**config.mk**
```make
export PLATFORM = sky130hd
export DESIGN_NAME = smau_front
export DESIGN_NICKNAME = d
export VERILOG_FILES = /design/src/rtl/core/smau_pkg.sv /design/src/rtl/core/smau_front.sv
export SDC_FILE = /design/constraint.sdc
export NUM_CORES = 1
export LEC_CHECK = 0
export ABC_AREA = 1
export BUFFER_PORTS_ARGS = -buffer_cell sky130_fd_sc_hd__buf_4
export CELL_PAD_IN_SITES_DETAIL_PLACEMENT = 2
export CELL_PAD_IN_SITES_GLOBAL_PLACEMENT = 2
export CORE_ASPECT_RATIO = 2
export CORE_UTILIZATION = 35
export DETAILED_ROUTE_END_ITERATION = 8
export GPL_TIMING_DRIVEN = 0
export PLACE_DENSITY = 0.7
export SKIP_CTS_REPAIR_TIMING = 1
export SYNTH_ARGS = -nofsm -noshare
export SYNTH_HDL_FRONTEND = slang
export SYNTH_SLANG_ARGS = --single-unit
```
**constraint.sdc**
```tcl
create_clock -name i_clk -period 7.3 [get_ports i_clk]
set_clock_uncertainty 0.05 [all_clocks]
set_input_delay 0.73 -clock i_clk [delete_from_list [all_inputs] [get_ports i_clk]]
set_output_delay 0.73 -clock i_clk [all_outputs]
set_load 0.1 [all_outputs]
```
**src/rtl/core/smau_pkg.sv**
```systemverilog
// package for the square matrix arithmetic unit
// shared transaction types, kind and mode codes; no dependencies
package smau_pkg;

    localparam logic [1:0] KIND_WR_A  = 2'd0;
    localparam logic [1:0] KIND_WR_B  = 2'd1;
    localparam logic [1:0] KIND_START = 2'd2;

    localparam logic [2:0] MODE_ADD  = 3'd0;
    localparam logic [2:0] MODE_SUB  = 3'd1;
    localparam logic [2:0] MODE_MUL  = 3'd2;
    localparam logic [2:0] MODE_ADDS = 3'd3;
    localparam logic [2:0] MODE_SUBS = 3'd4;
    localparam logic [2:0] MODE_SCL  = 3'd5;

    localparam logic [1:0] CFG_SIZE   = 2'd0;
    localparam logic [1:0] CFG_MODE   = 2'd1;
    localparam logic [1:0] CFG_SCALAR = 2'd2;

    localparam logic [3:0] RESET_SIZE = 4'd5;

    // command queued between front and back
    typedef struct packed {
        logic [1:0]  kind;
        logic [2:0]  row;
        logic [2:0]  col;
        logic [31:0] value;
    } t_cmd;

    // result element waiting in the output queue
    typedef struct packed {
        logic [2:0]  row;
        logic [2:0]  col;
        logic [31:0] value;
        logic        last;
    } t_res;

    // queue handshake from front to back
    typedef struct packed {
        logic valid;
        t_cmd cmd;
    } t_cmd_q;

endpackage

```
**src/rtl/core/smau_front.sv**
```systemverilog
// front part: accepts input transactions, drops ignored ones, queues commands
// depends on smau_pkg
module smau_front #(
    parameter int MAX_DIM = 8
) (
    input  logic           i_clk,
    input  logic           i_rst_n,
    input  logic           push,
    output logic           full,
    input  smau_pkg::t_cmd i_cmd,
    output smau_pkg::t_cmd_q o_q,
    input  logic           i_q_pop
);
    import smau_pkg::*;

    localparam int DEPTH = 4;

    t_cmd       r_buf [DEPTH];
    logic [1:0] r_wp, r_rp;
    logic [2:0] r_cnt;
    logic       w_acc, w_keep, w_enq, w_deq;

    // classify: unused kind and out-of-range writes are dropped
    assign w_acc  = push && !full;
    assign w_keep = (i_cmd.kind == KIND_START) ||
                    ((i_cmd.kind == KIND_WR_A || i_cmd.kind == KIND_WR_B) &&
                     (32'(i_cmd.row) < MAX_DIM) && (32'(i_cmd.col) < MAX_DIM));
    assign w_enq  = w_acc && w_keep;
    assign w_deq  = i_q_pop && (r_cnt != 3'd0);
    assign full   = (r_cnt == 3'(DEPTH));

    assign o_q.valid = (r_cnt != 3'd0);
    assign o_q.cmd   = r_buf[r_rp];

    // command queue storage
    always_ff @(posedge i_clk) begin
        if (w_enq) begin
            r_buf[r_wp] <= i_cmd;
        end
    end

    // queue pointers
    always_ff @(posedge i_clk) begin
        if (!i_rst_n) begin
            r_wp  <= '0;
            r_rp  <= '0;
            r_cnt <= '0;
        end else begin
            if (w_enq) r_wp <= r_wp + 2'd1;
            if (w_deq) r_rp <= r_rp + 2'd1;
            r_cnt <= r_cnt + 3'(w_enq) - 3'(w_deq);
        end
    end
endmodule

```
==> results.cfg <==
[outcome]
status = finished, final reports clean

[logic_synthesis]
synth_xor_area_share_pct = 0
ys_types = 21
synth_top_area_share_pct = 73.4
syn_area_um2 = 6550
synth_top_family_by_area = compound AO/OA/AOI/OAI gates
synth_compound_area_share_pct = 10.2
ys_top_cells_by_area = edfxtp_1 73%, nor2_1 5.3%, o22ai_1 3.8%, o21ai_0 3.1%, o21ai_1 2.9%
ys_seq_area_share_pct = 76.1
yosysTopAreaCell = edfxtp_1
synth_area_per_cell_um2 = 14.3
netlist_instances = 458
synthAdderAreaFrac_pct = 1.45
yosys.area_share.simple_pct = 6.84
synth_seq_cells = 169
syn-num-nets = 509
synthMuxAreaShare_pct = 0
yosysWarnings = 0

[sta]
relSlewSlack_pct = 51.7
fmax_mhz = 375
setup-tns-final_ns = 0
finalHoldViolations = 0
timing.hold.ws_ns = 0.454
period_needed_ns = 2.66
fin_crit_sh_pct = 36.5
maxSlewViolCount = 0
finalSetupViolations = 0
setup_ws_ns = 4.64
worst_pin_slew_ns = 0.723
rsz0062_at_grt = no

[routing]
routed_wl_mm = 17.4
drt_first_pass_iters = 4
wl_per_cell_um = 21.9
vias = 4067
routed_via_density = 5.12
route.detailed.drc = 0
drt_iter0_drc = 147
ant_nets = 0

[clock_tree]
clk_latency_ns = 0.42
htreeDepth = 4
cts.sinks = 169
clk_pin_slew_worst_paths_ns = 0.07
root_buffer = clkbuf_16
cts_tree = done
clk_path_buf_depth = 2
cts_inserted_buffers = 17

[pwr]
max-vdd-ir-drop_uv = 219
p_leak_nw = 2.95
powerDensity_nw_per_um2 = 441

[setup_path]
r2r-start = r_cnt[1]$_SDFF_PN0_
cp_max_fo = 10
worstPathArrival_ns = 1.88
reg2regPathDepth = 10
crit_path_start_kind = flop
reg2reg_to = r_cnt[2]$_SDFF_PN0_
endpoint_kind = output pin
rrSetupSlack_ns = 5.13
required_ns = 6.52
crit_type = flop to output pin

[finish]
syn_to_final_growth_pct = 24.8
final_cell_mix = 160 x edfxtp_1, 89 x nor2_1, 89 x buf_4, 40 x o21ai_0, 40 x o22ai_1
drive_above_1_share_pct = 26.6
layout_commonest_cell = edfxtp_1
nFillCells = 1808
fin_util_pct = 44.6
diodes = 0
fin_nets = 617
design_area_um2 = 8170

[global_routing]
grt_pass1_vias = 4783
grt_max_degree = 23
grt_first_pass_wirelength_mm = 26.8
antenna_found_initial = 0
grt.total_usage_pct = 19.2
grt.overflow.total = 0

[hold_path]
min_to = r_buf[0][28]$_DFFE_PP_
hold_class = input pin to flop
holdPathStages = 1
hp-start = i_cmd[28]

[floorplanning]
coreArea_um2 = 18300
rows = 70
ios = 86
initial_core_util_pct = 35.8
die_w_um = 98.7
dieArea_um2 = 19300
die_h_um = 195

[place]
dp_worst_setup_slack_ns = 4.61
io_buffers = 85
dp_hpwl_mm = 11.3
gp_congestion = 0.710
dpl_cell_area_um2 = 7560

[job]
drv_cap = 0
worst max path at each step:
stage / startpoint / endpoint / slack (ns) / depth (start not counted)
CTS: flop / o_q[17] / 4.53 / 4
global placement: i_cmd[39] / r_buf[3][16]$_DFFE_PP_ / 2.30 / 4
floorplan: push / r_buf[0][0]$_DFFE_PP_ / 4.10 / 4
finish: flop / o_q[32] / 4.64 / 5
detailed placement: i_cmd[39] / r_cnt[2]$_SDFF_PN0_ / 4.61 / 10
global route: flop / o_q[32] / 4.51 / 5
critical path, cell delays in order (launching register included):
cell and delay [ns]:
dfxtp_1 0.36, inv_1 0.13, buf_2 0.26, o21ai_1 0.11
o22ai_1 0.24, buf_4 0.35
flip-flops by register name (all words and copies together) (netlist names), named ones only:
name	count
r_cnt	3
r_rp	2
r_wp	2
r_buf	160
kinds of logic (layout without fill, tap and decap cells):
kind of cell	count (synthesis)	after routing
AND/OR/NAND/NOR	116	116
flip-flops	169	169
AO/OA/AOI/OAI	122	122
buffers and inverters	44	165
adder cells (fa/ha/maj)	7	7
power by group:
part           leakage [nW]  switching, mW  internal (mW)
Clock                 0.287          0.367          0.558
Combinational          1.13           1.17          0.331
Sequential             1.53         0.0316           1.15
Total                  2.95           1.56           2.04
layout make-up:
type	count	area, µm²	area share (%)
clock buffers	22	464	5.68
well taps	216	270	3.31
plain buffers	25	267	3.26
flip-flops and latches	169	4980	61.0
multi-input cells	245	1240	15.2
repair buffers	89	718	8.79
inverters	19	83.8	1.03
clock inverters	10	144	1.76
Yosys cell counts:
| master | number |
|---|---|
| buf_2 | 8 |
| nor2_1 | 93 |
| inv_12 | 1 |
| fa_1 | 1 |
| nand3_1 | 2 |
| a21oi_1 | 2 |
| nand2_2 | 2 |
| ha_1 | 6 |
| o21ai_2 | 2 |
| o21ai_1 | 38 |
| nand2_1 | 17 |
| dfxtp_1 | 9 |
| inv_1 | 18 |
| buf_6 | 5 |
| buf_8 | 4 |
| edfxtp_1 | 160 |
| o22ai_1 | 40 |
| buf_4 | 4 |
| buf_12 | 4 |
| o21ai_0 | 40 |
| nor2_2 | 2 |
routing by layer:
metal,GRT usage [%],share of wire (%),vias up
met2,37.2,59,68
li1,-,-,1896
met3,3.61,2.7,15
met1,19.9,37,2088
met4,7.13,1.2,0
met5,0,0,-
per-stage QoR:
step	instances	power [mW]
floorplan	458	2.33
global placement	759	2.67
global route	795	3.73
CTS	795	3.65
detailed placement	763	2.72
finish	795	3.61
Power figures use the tool's default switching activity.
